`config.mk`:
```
export PLATFORM = sky130hd
export DESIGN_NAME = push_detect_motor_guard_core
export DESIGN_NICKNAME = d
export VERILOG_FILES = /design/src/design/pdmg_pkg.sv /design/src/design/push_detect_motor_guard_core.sv /design/src/design/pdmg_front.sv /design/src/design/pdmg_task_q.sv /design/src/design/pdmg_back.sv
export SDC_FILE = /design/constraint.sdc
export NUM_CORES = 2
export LEC_CHECK = 0
export BUFFER_PORTS_ARGS = -buffer_cell sky130_fd_sc_hd__buf_2
export CAP_MARGIN = 20
export CORE_MARGIN = 4
export CORE_UTILIZATION = 65
export DETAILED_ROUTE_END_ITERATION = 10
export PLACE_DENSITY_LB_ADDON = 0.15
export SYNTH_ARGS = -nofsm -noshare
export SYNTH_HDL_FRONTEND = slang
export SYNTH_SLANG_ARGS = --single-unit
```
`constraint.sdc`:
```
create_clock -name clk -period 32.9 [get_ports clk]
set_input_delay 0 -clock clk [delete_from_list [all_inputs] [get_ports clk]]
set_output_delay 0 -clock clk [all_outputs]
set_load 0.05 [all_outputs]
```
`src/design/pdmg_pkg.sv`:
```
// Shared types, constants and tables of the push detector and motor guard.
package pdmg_pkg;

	localparam int CORDIC_ITERS = 16;
	localparam int CordicN = (CORDIC_ITERS < 32) ? CORDIC_ITERS : 32;
	localparam int ItW = (CordicN > 1) ? $clog2(CordicN) : 1;
	localparam int CW = 52;
	localparam int AW = 21;

	localparam logic [1:0] CMD_ODOM   = 2'd0;
	localparam logic [1:0] CMD_VEL    = 2'd1;
	localparam logic [1:0] CMD_MOTOR  = 2'd2;
	localparam logic [1:0] CMD_POSE   = 2'd3;

	localparam logic [1:0] REG_STEADY = 2'd0;
	localparam logic [1:0] REG_DIST   = 2'd1;
	localparam logic [1:0] REG_ANGLE  = 2'd2;

	localparam logic [1:0] KIND_MOTOR  = 2'd0;
	localparam logic [1:0] KIND_EDGE   = 2'd1;
	localparam logic [1:0] KIND_REPORT = 2'd2;

	localparam logic [16:0] COUNT_MAX   = 17'h1FFFF;
	localparam logic signed [AW-1:0] HALF_PI_Q16 = AW'(102944);
	localparam logic signed [AW+2:0] PI_Q16      = (AW+3)'(205887);
	localparam logic signed [AW+2:0] TWO_PI_Q16  = (AW+3)'(411775);
	localparam logic [27:0] INV_GAIN_Q28 = 28'd163008219;
	localparam logic [15:0] ANGLE_MAX    = 16'd51472;

	typedef struct packed {
		logic signed [31:0] x;
		logic signed [31:0] y;
		logic signed [15:0] qz;
		logic signed [15:0] qw;
	} pose_t;

	typedef struct packed {
		logic [1:0]  kind;
		logic        en;
		logic        rs;
		logic        sg;
		logic        tg;
		pose_t       pose;
		logic [32:0] travel;
		logic [15:0] ang;
		logic        last;
	} res_t;

	typedef struct packed {
		logic  job;
		res_t  res;
		pose_t start;
	} task_t;

	typedef struct packed {
		logic [15:0] steady_limit;
		logic [31:0] distance_threshold;
		logic [15:0] angle_threshold;
	} cfg_t;

	function automatic logic signed [AW-1:0] atan_q16(input logic [4:0] i);
		logic signed [AW-1:0] r;
		begin
			case (i)
				5'd0: r = AW'(51472);
				5'd1: r = AW'(30386);
				5'd2: r = AW'(16055);
				5'd3: r = AW'(8150);
				5'd4: r = AW'(4091);
				5'd5: r = AW'(2047);
				5'd6: r = AW'(1024);
				5'd7: r = AW'(512);
				5'd8: r = AW'(256);
				5'd9: r = AW'(128);
				5'd10: r = AW'(64);
				5'd11: r = AW'(32);
				5'd12: r = AW'(16);
				5'd13: r = AW'(8);
				5'd14: r = AW'(4);
				5'd15: r = AW'(2);
				5'd16: r = AW'(1);
				default: r = '0;
			endcase
			return r;
		end
	endfunction

endpackage

```
`src/design/push_detect_motor_guard_core.sv`:
```
// Top level of the push detector and motor guard.
// Result path: with the back end idle, a word with a direct result is registered in the
// task queue and then in the result queue before it shows on the result ports; a
// free-run end started by the guard runs three CORDIC passes (INIT, then ITER per
// iteration), then MUL0, MUL1 and EDGE, and REP when a report is due.
// Throughput: one word a cycle while the task queue has room; the shared CORDIC unit
// takes one guard run end at a time; the back end takes a new task only when idle.
// Reset (arst_n low, asynchronous): registers to defaults, queues empty.
module push_detect_motor_guard_core (
	input  logic               clk,
	input  logic               arst_n,
	input  logic               push,
	output logic               full,
	input  logic [1:0]         command,
	input  logic               wheels_still,
	input  logic               command_zero,
	input  logic               motors_off,
	input  logic signed [31:0] pos_x,
	input  logic signed [31:0] pos_y,
	input  logic signed [15:0] quat_z,
	input  logic signed [15:0] quat_w,
	input  logic               cfg_valid,
	output logic               cfg_ready,
	input  logic [1:0]         cfg_index,
	input  logic [31:0]        cfg_data,
	output logic               empty,
	input  logic               pop,
	output logic [1:0]         result_kind,
	output logic               motor_enable,
	output logic               run_started,
	output logic               started_by_guard,
	output logic               stopped_by_guard,
	output logic signed [31:0] pose_x,
	output logic signed [31:0] pose_y,
	output logic signed [15:0] pose_qz,
	output logic signed [15:0] pose_qw,
	output logic [32:0]        moved_distance,
	output logic [15:0]        turned_angle,
	output logic               last
);

	pdmg_pkg::cfg_t  cfg_q;
	logic            accept;
	logic            task_push;
	pdmg_pkg::task_t task_word;
	logic            task_valid;
	pdmg_pkg::task_t task_head;
	logic            task_pop;
	pdmg_pkg::res_t  head_res;

	// Registers must be written only while idle (the block does not enforce it); always take the word
	assign cfg_ready = 1'b1;
	assign accept = push && !full;

	always_ff @(posedge clk or negedge arst_n) begin
		if (!arst_n) begin
			cfg_q.steady_limit <= 16'd30;
			cfg_q.distance_threshold <= 32'd13107;
			cfg_q.angle_threshold <= 16'd819;
		end else if (cfg_valid) begin
			case (cfg_index)
				pdmg_pkg::REG_STEADY: cfg_q.steady_limit <= cfg_data[15:0];
				pdmg_pkg::REG_DIST: cfg_q.distance_threshold <= cfg_data;
				pdmg_pkg::REG_ANGLE: cfg_q.angle_threshold <= cfg_data[15:0];
				default: ;
			endcase
		end
	end

	// Front: classify the word and update guard state at once
	pdmg_front u_front (
		.clk(clk), .arst_n(arst_n), .accept(accept), .command(command),
		.wheels_still(wheels_still), .command_zero(command_zero), .motors_off(motors_off),
		.pos_x(pos_x), .pos_y(pos_y), .quat_z(quat_z), .quat_w(quat_w),
		.steady_limit(cfg_q.steady_limit), .task_push(task_push), .task_word(task_word)
	);

	// Hold tasks until the back end is free
	pdmg_task_q u_task_q (
		.clk(clk), .arst_n(arst_n), .push(task_push), .push_word(task_word),
		.pop(task_pop), .full(full), .valid(task_valid), .head_word(task_head)
	);

	// Back: run CORDIC and deliver results in order
	pdmg_back u_back (
		.clk(clk), .arst_n(arst_n), .task_valid(task_valid), .task_word(task_head),
		.task_pop(task_pop), .cfg(cfg_q), .pop(pop), .empty(empty), .head_res(head_res)
	);

	assign result_kind = head_res.kind;
	assign motor_enable = head_res.en;
	assign run_started = head_res.rs;
	assign started_by_guard = head_res.sg;
	assign stopped_by_guard = head_res.tg;
	assign pose_x = head_res.pose.x;
	assign pose_y = head_res.pose.y;
	assign pose_qz = head_res.pose.qz;
	assign pose_qw = head_res.pose.qw;
	assign moved_distance = head_res.travel;
	assign turned_angle = head_res.ang;
	assign last = head_res.last;

endmodule

```
`src/design/pdmg_front.sv`:
```
// Front end: takes event words, keeps the guard state and issues tasks.
module pdmg_front (
	input  logic                   clk,
	input  logic                   arst_n,
	input  logic                   accept,
	input  logic [1:0]             command,
	input  logic                   wheels_still,
	input  logic                   command_zero,
	input  logic                   motors_off,
	input  logic signed [31:0]     pos_x,
	input  logic signed [31:0]     pos_y,
	input  logic signed [15:0]     quat_z,
	input  logic signed [15:0]     quat_w,
	input  logic [15:0]            steady_limit,
	output logic                   task_push,
	output pdmg_pkg::task_t        task_word
);

	logic [16:0]     still_count_q;
	logic            cmd_stopped_q;
	logic            in_free_run_q;
	logic            gsr_q;
	logic            gstop_q;
	pdmg_pkg::pose_t cur_q;
	pdmg_pkg::pose_t start_q;
	logic            long_stand;

	assign long_stand = still_count_q > {1'b0, steady_limit};

	always_comb begin
		task_push = 1'b0;
		task_word = '0;
		task_word.start = start_q;
		task_word.res.last = 1'b1;
		if (accept) begin
			case (command)
				pdmg_pkg::CMD_ODOM: begin
					if (long_stand && !wheels_still && !in_free_run_q) begin
						task_push = 1'b1;
						task_word.res.kind = pdmg_pkg::KIND_MOTOR;
					end else if (long_stand && wheels_still && in_free_run_q && gsr_q) begin
						task_push = 1'b1;
						task_word.res.kind = pdmg_pkg::KIND_MOTOR;
						task_word.res.en = 1'b1;
					end
				end
				pdmg_pkg::CMD_MOTOR: begin
					if (motors_off != in_free_run_q) begin
						task_push = 1'b1;
						task_word.res.kind = pdmg_pkg::KIND_EDGE;
						task_word.res.rs = motors_off;
						task_word.res.sg = gsr_q;
						task_word.res.tg = gstop_q;
						task_word.res.pose = cur_q;
						task_word.job = !motors_off && gsr_q;
					end
				end
				default: ;
			endcase
		end
	end

	always_ff @(posedge clk or negedge arst_n) begin
		if (!arst_n) begin
			still_count_q <= '0;
			cmd_stopped_q <= 1'b1;
			in_free_run_q <= 1'b0;
			gsr_q <= 1'b0;
			gstop_q <= 1'b0;
			cur_q <= '0;
			start_q <= '0;
		end else if (accept) begin
			case (command)
				pdmg_pkg::CMD_ODOM: begin
					if (long_stand && !wheels_still && !in_free_run_q)
						gsr_q <= 1'b1;
					if (long_stand && wheels_still && in_free_run_q && gsr_q)
						gstop_q <= 1'b1;
					if (cmd_stopped_q && wheels_still) begin
						if (still_count_q != pdmg_pkg::COUNT_MAX)
							still_count_q <= still_count_q + 17'd1;
					end else begin
						still_count_q <= '0;
					end
				end
				pdmg_pkg::CMD_VEL: cmd_stopped_q <= command_zero;
				pdmg_pkg::CMD_MOTOR: begin
					if (motors_off != in_free_run_q) begin
						if (motors_off) begin
							start_q <= cur_q;
						end else if (gsr_q) begin
							gsr_q <= 1'b0;
							gstop_q <= 1'b0;
						end
					end
					in_free_run_q <= motors_off;
				end
				default: begin
					cur_q.x <= pos_x;
					cur_q.y <= pos_y;
					cur_q.qz <= quat_z;
					cur_q.qw <= quat_w;
				end
			endcase
		end
	end

endmodule

```
`src/design/pdmg_task_q.sv`:
```
// Two-entry task queue between front and back.
module pdmg_task_q (
	input  logic             clk,
	input  logic             arst_n,
	input  logic             push,
	input  pdmg_pkg::task_t  push_word,
	input  logic             pop,
	output logic             full,
	output logic             valid,
	output pdmg_pkg::task_t  head_word
);

	pdmg_pkg::task_t ent_q [2];
	logic            head_q;
	logic [1:0]      cnt_q;
	logic            wr_idx;

	assign full = cnt_q == 2'd2;
	assign valid = cnt_q != 2'd0;
	assign head_word = ent_q[head_q];
	assign wr_idx = head_q ^ cnt_q[0];

	always_ff @(posedge clk) begin
		if (push)
			ent_q[wr_idx] <= push_word;
	end

	always_ff @(posedge clk or negedge arst_n) begin
		if (!arst_n) begin
			head_q <= 1'b0;
			cnt_q <= '0;
		end else begin
			if (pop)
				head_q <= ~head_q;
			cnt_q <= cnt_q + {1'b0, push} - {1'b0, pop};
		end
	end

endmodule

```
`src/design/pdmg_back.sv`:
```
// Back end: runs tasks, computes distance and angle by CORDIC, queues results.
module pdmg_back (
	input  logic             clk,
	input  logic             arst_n,
	input  logic             task_valid,
	input  pdmg_pkg::task_t  task_word,
	output logic             task_pop,
	input  pdmg_pkg::cfg_t   cfg,
	input  logic             pop,
	output logic             empty,
	output pdmg_pkg::res_t   head_res
);

	typedef enum logic [6:0] {
		S_IDLE = 7'b0000001,
		S_INIT = 7'b0000010,
		S_ITER = 7'b0000100,
		S_MUL0 = 7'b0001000,
		S_MUL1 = 7'b0010000,
		S_EDGE = 7'b0100000,
		S_REP  = 7'b1000000
	} state_t;

	state_t                          state_q;
	pdmg_pkg::task_t                 job_q;
	logic [1:0]                      pass_q;
	logic [pdmg_pkg::ItW-1:0]        it_q;
	logic signed [pdmg_pkg::CW-1:0]  x_q, y_q;
	logic signed [pdmg_pkg::AW-1:0]  acc_q, a0_q, a1_q;
	logic                            zv_q;
	logic [35:0]                     mag_q;
	logic [45:0]                     prod_q;
	logic [45:0]                     prodh_q;
	logic [32:0]                     dist_q;
	logic [15:0]                     q_q;

	pdmg_pkg::res_t ent_q [2];
	logic           head_q;
	logic [1:0]     cnt_q;
	logic           space;
	logic           opush;
	pdmg_pkg::res_t opush_word;

	logic signed [pdmg_pkg::CW-1:0] sx, sy;
	logic signed [pdmg_pkg::CW-1:0] xn;
	logic signed [32:0]             dx, dy;
	logic signed [15:0]             vz, vw;
	logic signed [pdmg_pkg::CW-1:0] iz, iw;
	logic signed [pdmg_pkg::AW+2:0] ad, aa;
	logic [pdmg_pkg::AW+3:0]        qr;
	logic [63:0]                    psum;
	logic                           rep;

	assign space = cnt_q != 2'd2;
	assign empty = cnt_q == 2'd0;
	assign head_res = ent_q[head_q];

	assign sx = x_q >>> it_q;
	assign sy = y_q >>> it_q;
	assign xn = (y_q >= 0) ? x_q + sy : x_q - sy;
	assign dx = {job_q.res.pose.x[31], job_q.res.pose.x} - {job_q.start.x[31], job_q.start.x};
	assign dy = {job_q.res.pose.y[31], job_q.res.pose.y} - {job_q.start.y[31], job_q.start.y};
	assign vz = (pass_q == 2'd1) ? job_q.start.qz : job_q.res.pose.qz;
	assign vw = (pass_q == 2'd1) ? job_q.start.qw : job_q.res.pose.qw;
	assign iz = {{(pdmg_pkg::CW-32){vz[15]}}, vz, 16'd0};
	assign iw = {{(pdmg_pkg::CW-32){vw[15]}}, vw, 16'd0};

	// Fold the angle difference into 0..pi
	always_comb begin
		ad = ((pdmg_pkg::AW+3)'(a0_q) - (pdmg_pkg::AW+3)'(a1_q)) <<< 1;
		if (ad < 0)
			ad = -ad;
		aa = ad;
		if (ad > pdmg_pkg::PI_Q16) begin
			aa = ad - pdmg_pkg::TWO_PI_Q16;
			if (aa < 0)
				aa = -aa;
		end
		qr = ((pdmg_pkg::AW+4)'(aa) + (pdmg_pkg::AW+4)'(4)) >> 3;
	end

	assign psum = 64'(prod_q) + (64'(prodh_q) << 18) + (64'd1 << 27);
	assign rep = (q_q > cfg.angle_threshold) || (dist_q > {1'b0, cfg.distance_threshold});

	always_comb begin
		opush = 1'b0;
		opush_word = job_q.res;
		task_pop = 1'b0;
		case (state_q)
			S_IDLE: begin
				if (task_valid && !task_word.job && space) begin
					opush = 1'b1;
					opush_word = task_word.res;
					task_pop = 1'b1;
				end else if (task_valid && task_word.job) begin
					task_pop = 1'b1;
				end
			end
			S_EDGE: begin
				opush = space;
				opush_word.last = !rep;
			end
			S_REP: begin
				opush = space;
				opush_word.kind = pdmg_pkg::KIND_REPORT;
				opush_word.rs = 1'b0;
				opush_word.sg = 1'b1;
				opush_word.travel = dist_q;
				opush_word.ang = q_q;
				opush_word.last = 1'b1;
			end
			default: ;
		endcase
	end

	always_ff @(posedge clk) begin
		if (opush)
			ent_q[head_q ^ cnt_q[0]] <= opush_word;
	end

	always_ff @(posedge clk or negedge arst_n) begin
		if (!arst_n) begin
			head_q <= 1'b0;
			cnt_q <= '0;
		end else begin
			if (pop && !empty)
				head_q <= ~head_q;
			cnt_q <= cnt_q + {1'b0, opush} - {1'b0, pop && !empty};
		end
	end

	always_ff @(posedge clk or negedge arst_n) begin
		if (!arst_n) begin
			state_q <= S_IDLE;
			pass_q <= '0;
			it_q <= '0;
		end else begin
			case (state_q)
				S_IDLE: begin
					if (task_valid && task_word.job) begin
						state_q <= S_INIT;
						pass_q <= '0;
					end
				end
				S_INIT: begin
					it_q <= '0;
					state_q <= S_ITER;
				end
				S_ITER: begin
					if (it_q == pdmg_pkg::ItW'(pdmg_pkg::CordicN - 1)) begin
						if (pass_q == 2'd2) begin
							state_q <= S_MUL0;
						end else begin
							pass_q <= pass_q + 2'd1;
							state_q <= S_INIT;
						end
					end else begin
						it_q <= it_q + pdmg_pkg::ItW'(1);
					end
				end
				S_MUL0: state_q <= S_MUL1;
				S_MUL1: state_q <= S_EDGE;
				S_EDGE: if (space) state_q <= rep ? S_REP : S_IDLE;
				S_REP: if (space) state_q <= S_IDLE;
				default: state_q <= S_IDLE;
			endcase
		end
	end

	always_ff @(posedge clk) begin
		case (state_q)
			S_IDLE: if (task_valid && task_word.job) job_q <= task_word;
			S_INIT: begin
				zv_q <= 1'b0;
				acc_q <= '0;
				if (pass_q == 2'd0) begin
					x_q <= {{(pdmg_pkg::CW-49){1'b0}}, (dx < 0 ? -dx : dx), 16'd0};
					y_q <= {{(pdmg_pkg::CW-49){1'b0}}, (dy < 0 ? -dy : dy), 16'd0};
				end else begin
					zv_q <= (vz == 16'sd0) && (vw == 16'sd0);
					x_q <= iz;
					y_q <= iw;
					if (iz < 0) begin
						if (iw >= 0) begin
							x_q <= iw;
							y_q <= -iz;
							acc_q <= pdmg_pkg::HALF_PI_Q16;
						end else begin
							x_q <= -iw;
							y_q <= iz;
							acc_q <= -pdmg_pkg::HALF_PI_Q16;
						end
					end
				end
			end
			S_ITER: begin
				if (y_q >= 0) begin
					x_q <= x_q + sy;
					y_q <= y_q - sx;
					acc_q <= acc_q + pdmg_pkg::atan_q16(5'(it_q));
				end else begin
					x_q <= x_q - sy;
					y_q <= y_q + sx;
					acc_q <= acc_q - pdmg_pkg::atan_q16(5'(it_q));
				end
				if (it_q == pdmg_pkg::ItW'(pdmg_pkg::CordicN - 1)) begin
					case (pass_q)
						2'd0: mag_q <= xn[51:16] + 36'(xn[15]);
						2'd1: a0_q <= zv_q ? '0 : ((y_q >= 0) ?
							acc_q + pdmg_pkg::atan_q16(5'(it_q)) :
							acc_q - pdmg_pkg::atan_q16(5'(it_q)));
						default: a1_q <= zv_q ? '0 : ((y_q >= 0) ?
							acc_q + pdmg_pkg::atan_q16(5'(it_q)) :
							acc_q - pdmg_pkg::atan_q16(5'(it_q)));
					endcase
				end
			end
			S_MUL0: begin
				prod_q <= mag_q[17:0] * pdmg_pkg::INV_GAIN_Q28;
				prodh_q <= mag_q[35:18] * pdmg_pkg::INV_GAIN_Q28;
				q_q <= (qr > (pdmg_pkg::AW+4)'(pdmg_pkg::ANGLE_MAX)) ?
					pdmg_pkg::ANGLE_MAX : qr[15:0];
			end
			S_MUL1: begin
				dist_q <= (psum[63:28] > 36'h1FFFFFFFF) ? 33'h1FFFFFFFF : psum[60:28];
			end
			default: ;
		endcase
	end

	a_cnt: assert property (@(posedge clk) disable iff (!arst_n) cnt_q <= 2'd2)
		else $error("result queue overflow");
	a_pass: assert property (@(posedge clk) disable iff (!arst_n)
		state_q == S_ITER |-> pass_q <= 2'd2)
		else $error("bad CORDIC pass");
	a_rep_last: assert property (@(posedge clk) disable iff (!arst_n)
		opush && opush_word.kind == pdmg_pkg::KIND_REPORT |-> opush_word.last)
		else $error("report not last");
	a_pop: assert property (@(posedge clk) disable iff (!arst_n)
		task_pop |-> task_valid)
		else $error("task popped from empty queue");

endmodule

```
==> impl_metrics.tcl <==
set metrics [dict create \
    hpwlAfterDp_mm 199 \
    start_util_pct 65.3 \
    fin_setup_tns_ns 0 \
    gp_congestion 0.981 \
    yosysTopAreaCellShare_pct 37.1 \
    syn_area_per_cell_um2 11.5 \
    die_x_um 398 \
    ctsResizeCount 0 \
    row_count 143 \
    cts_root_buffer "clkbuf_16" \
    first_iter_violations 6162 \
    cts_tree "yes" \
    grt_pass1_vias 71377 \
    finalHoldViolations 0 \
    grt_usage_pct 35.1 \
    synth_mux_area_share_pct 10.1 \
    pwr_density_cell_nw_per_um2 95.6 \
    rsz0062_at_grt "no" \
    postRouteAntennaNets 0 \
    comb_power_share_pct 53.5 \
    outcome "finished, final reports clean" \
    antenna_found_initial 4 \
    drv_cap 0 \
    swShare_pct 44.7 \
    synth.net_count 9832 \
    final_layout_size_suffix_gt1_share_pct 15.7 \
    wire_per_inst_um 24.7 \
    overflow 0 \
    synth_top_family_by_area "adder cells" \
    p_int_mw 5.87 \
    dr_total_vias 70049 \
    synth_flop_cell "edfxtp_1" \
    finClkSkew_ns 0.0721 \
    cp.required_ns 33.42 \
    ff2ff_path_depth 26 \
    layoutNonFillerInstCount 11299 \
    clk_pin_slew_ns 0.06 \
    synth_seq_area_share_pct 44.6 \
    grt_pass1_wl_mm 425 \
    synth-simple-area-share_pct 10.7 \
    htreeDepth 4 \
    setup_viol 0 \
    cp_max_fo 54 \
    wirelength_mm 279 \
    viasPerCell 6.20 \
    io_pins 295 \
    pwr-share-clk_pct 17.4 \
    placed_area_um2 103000 \
    hp-class "primary input to flop" \
    critPathArrivalTime_ns 9.86 \
    min_period_ns 9.34 \
    area_growth_pct 12.1 \
    synth_xor_area_share_pct 4.72 \
    crit_type "flop to flop" \
    clock_path_buffers 3 \
    worstSetupStartpointType "flop" \
    synth_edf_count 1224 \
    p_leak_nw 45.5 \
    numCtsBuffers 157 \
    ys_warn_count 0 \
    layout.nets 10351 \
    slew_viol_final 0 \
    cp-end-kind "flop" \
    cts-hold-fix-buffers 303 \
    fmax_ghz 0.107 \
    clk-insertion-delay-late_ns 0.84 \
    relSlewSlack_pct 22.3 \
    async_flop_share_pct 19.5 \
    drt_pass1_iterations 9 \
    port_buffers 293 \
    finalCritPeriodShare_pct 28.4 \
    synth_seq_cells 1520 \
    min_path_cells 4 \
    netlist_area_um2 99100 \
    tightest_slew_ns 1.17 \
    synth_compound_area_share_pct 8.89 \
    seqPwrFrac_pct 29.1 \
    die-area_um2 159000 \
    synth_cells 8614 \
    grt_max_degree 130 \
    p_sw_mw 4.75 \
    drcViolationCount 0 \
    dp.cells 10699 \
    cts_setup_buffers 0 \
    core_um2 152000 \
    dieHeight_um 398 \
    yosys.area_share.adder_pct 16.8 \
    synth_area_leaders "edfxtp_1 37%, fa_1 8.4%, ha_1 8.3%" \
    synth_cell_type_count 112 \
    synth.largest_area_cell "edfxtp_1" \
    fillers 10129 \
    vdd_drop_max_v 0.0000796 \
    design_area_um2 111000 \
    clkSinkCount 1520 \
]
-- critical path, cell delays in order (launching register included) --
cell and delay (ns):
dfrtp_4 0.97, buf_4 0.82, mux4_2 0.63, nand2_1 0.09, nand3_1 0.07, o21ai_0 0.19, nor3b_1 0.40, and3_1 0.32
nand2_1 0.08, nand2_1 0.10, xor2_1 0.15, ha_1 0.31, a21o_1 0.20, a221o_1 0.35, a31oi_1 0.28, o21ai_1 0.19
a221o_1 0.42, a211oi_1 0.52, nor3_1 0.18, or2_2 0.38, a21oi_1 0.13, o311ai_0 0.29, nor4_1 0.66, o2111ai_1 0.29
nor4b_1 0.62, nand4bb_1 0.20, xnor2_1 0.16
-- placed cells by master (no fill, tap or decap), drive strengths merged, types with 28 or more instances in the layout --
master and count:
and2 205, inv 801, nand4 60, o211ai 28, o21a 65, a211oi 38
mux2i 92, o21ai 392, a21o 131, a21oi 385, nor4 37, mux2 605
nand3 137, xor2 203, o22ai 32, xnor2 326, nor3 143, and3 64
o31ai 35, edfxtp 1224, ha 660, nor2b 68, mux4 101, dlygate4sd3 302
buf 364, nor2 387, nand2b 77, or3 45, nand2 856, dfrtp 276
clkbuf 217, fa 418, a31oi 47, o21bai 33, clkinv 53
-- per-layer routing --
metal	vias to the layer above	share of wire, %	global-route usage [%]
met5	-	0	0
met4	0	4.8	14.7
met3	558	7.1	5.54
met2	2929	49	59.2
met1	34881	39	45.6
li1	31681	-	-
-- synthesized netlist by cell type, drive strengths merged, types with 64 or more instances --
cell type  instances
mux4             101
nor3             143
mux2i             92
mux2             605
xor2             203
nand2b            77
nand2            856
nor2             387
fa               418
ha               660
clkbuf           239
buf               67
o21ai            392
xnor2            326
nor2b             68
a21oi            385
inv              793
and3              64
and2             205
a21o             131
dfrtp            276
nand3            137
edfxtp          1224
o21a              65
-- area by class of cell --
class | instances | area (µm²) | area share [%]
Clock buffer | 217 | 4370 | 3.93
Inverter | 795 | 2980 | 2.69
Multi-Input combinational cell | 5993 | 50900 | 45.8
Antenna cell | 3 | 7.51 | 0.00676
Timing Repair Buffer | 666 | 5130 | 4.61
Sequential cell | 1520 | 44200 | 39.8
Tap cell | 2030 | 2540 | 2.29
Clock inverter | 75 | 996 | 0.896
-- kinds of logic (layout without fill, tap and decap cells) --
kind of cell	Yosys count	count (layout)
compound gates	1388	1388
xor+xnor	529	529
fa+ha+maj	1078	1078
buf+inv	1101	1753
flops	1520	1520
mux	798	798
other cells	2	5
simple gates	2198	2198
-- through the flow --
stage | util, % | power, mW | setup slack, ns | hold WS [ns]
4_1_cts | 73.2 | 10.5 | 23.71 | 0.00345
5_1_grt | 73.2 | 11.2 | 22.88 | 0.0334
3_3_place_gp | 67.6 | 8.44 | 23.89 | 0.0867
2_1_floorplan | - | 7.03 | 16.27 | -0.296
6_report | 73.2 | 10.6 | 23.56 | 0.0314
3_5_place_dp | 67.7 | 8.57 | 23.74 | 0.0886
-- power by group through the flow --
stage | Clock (mW) | Combinational [mW] | Sequential (mW)
final | 1.84 | 5.68 | 3.09
after global routing | 1.94 | 6.12 | 3.11
after CTS | 1.85 | 5.57 | 3.06
after detailed placement | 0 | 5.48 | 3.09
after global placement | 0 | 5.38 | 3.07
after floorplan | 0 | 4.06 | 2.97
-- flip-flops by register name, summed over array words and instances, names as in the netlist, 4 cells and up --
name and cells:
u_back.it_q 4, u_back.dist_q 33, u_front.task_word 96, u_back.prod_q 28, u_back.x_q 52, u_front.still_count_q 17, u_back.q_q 16, u_back.a1_q 21
u_task_q.ent_q 396, u_back.prodh_q 46, u_back.a0_q 21, u_back.state_q 7, u_back.job_q 197, u_back.ent_q 304, u_back.acc_q 21, u_back.mag_q 36
u_front.cur_q 96, cfg_q 64, u_back.y_q 52
-- worst paths after layout --
check,from,to,slack [ns]
worst max-delay path,u_back.it_q[0],u_back.mag_q[35],23.56
worst min-delay path,cfg_data[14],cfg_q[62],0.03
worst max register to register,u_back.it_q[0],u_back.mag_q[35],23.56
worst min register to register,u_front.task_word[12],u_task_q.ent_q[0][12],0.46
max in group asynchronous,arst_n,u_back.it_q[1],31.45
min in group asynchronous,arst_n,u_back.state_q[0],0.37
(Power assumes the default switching activity.)
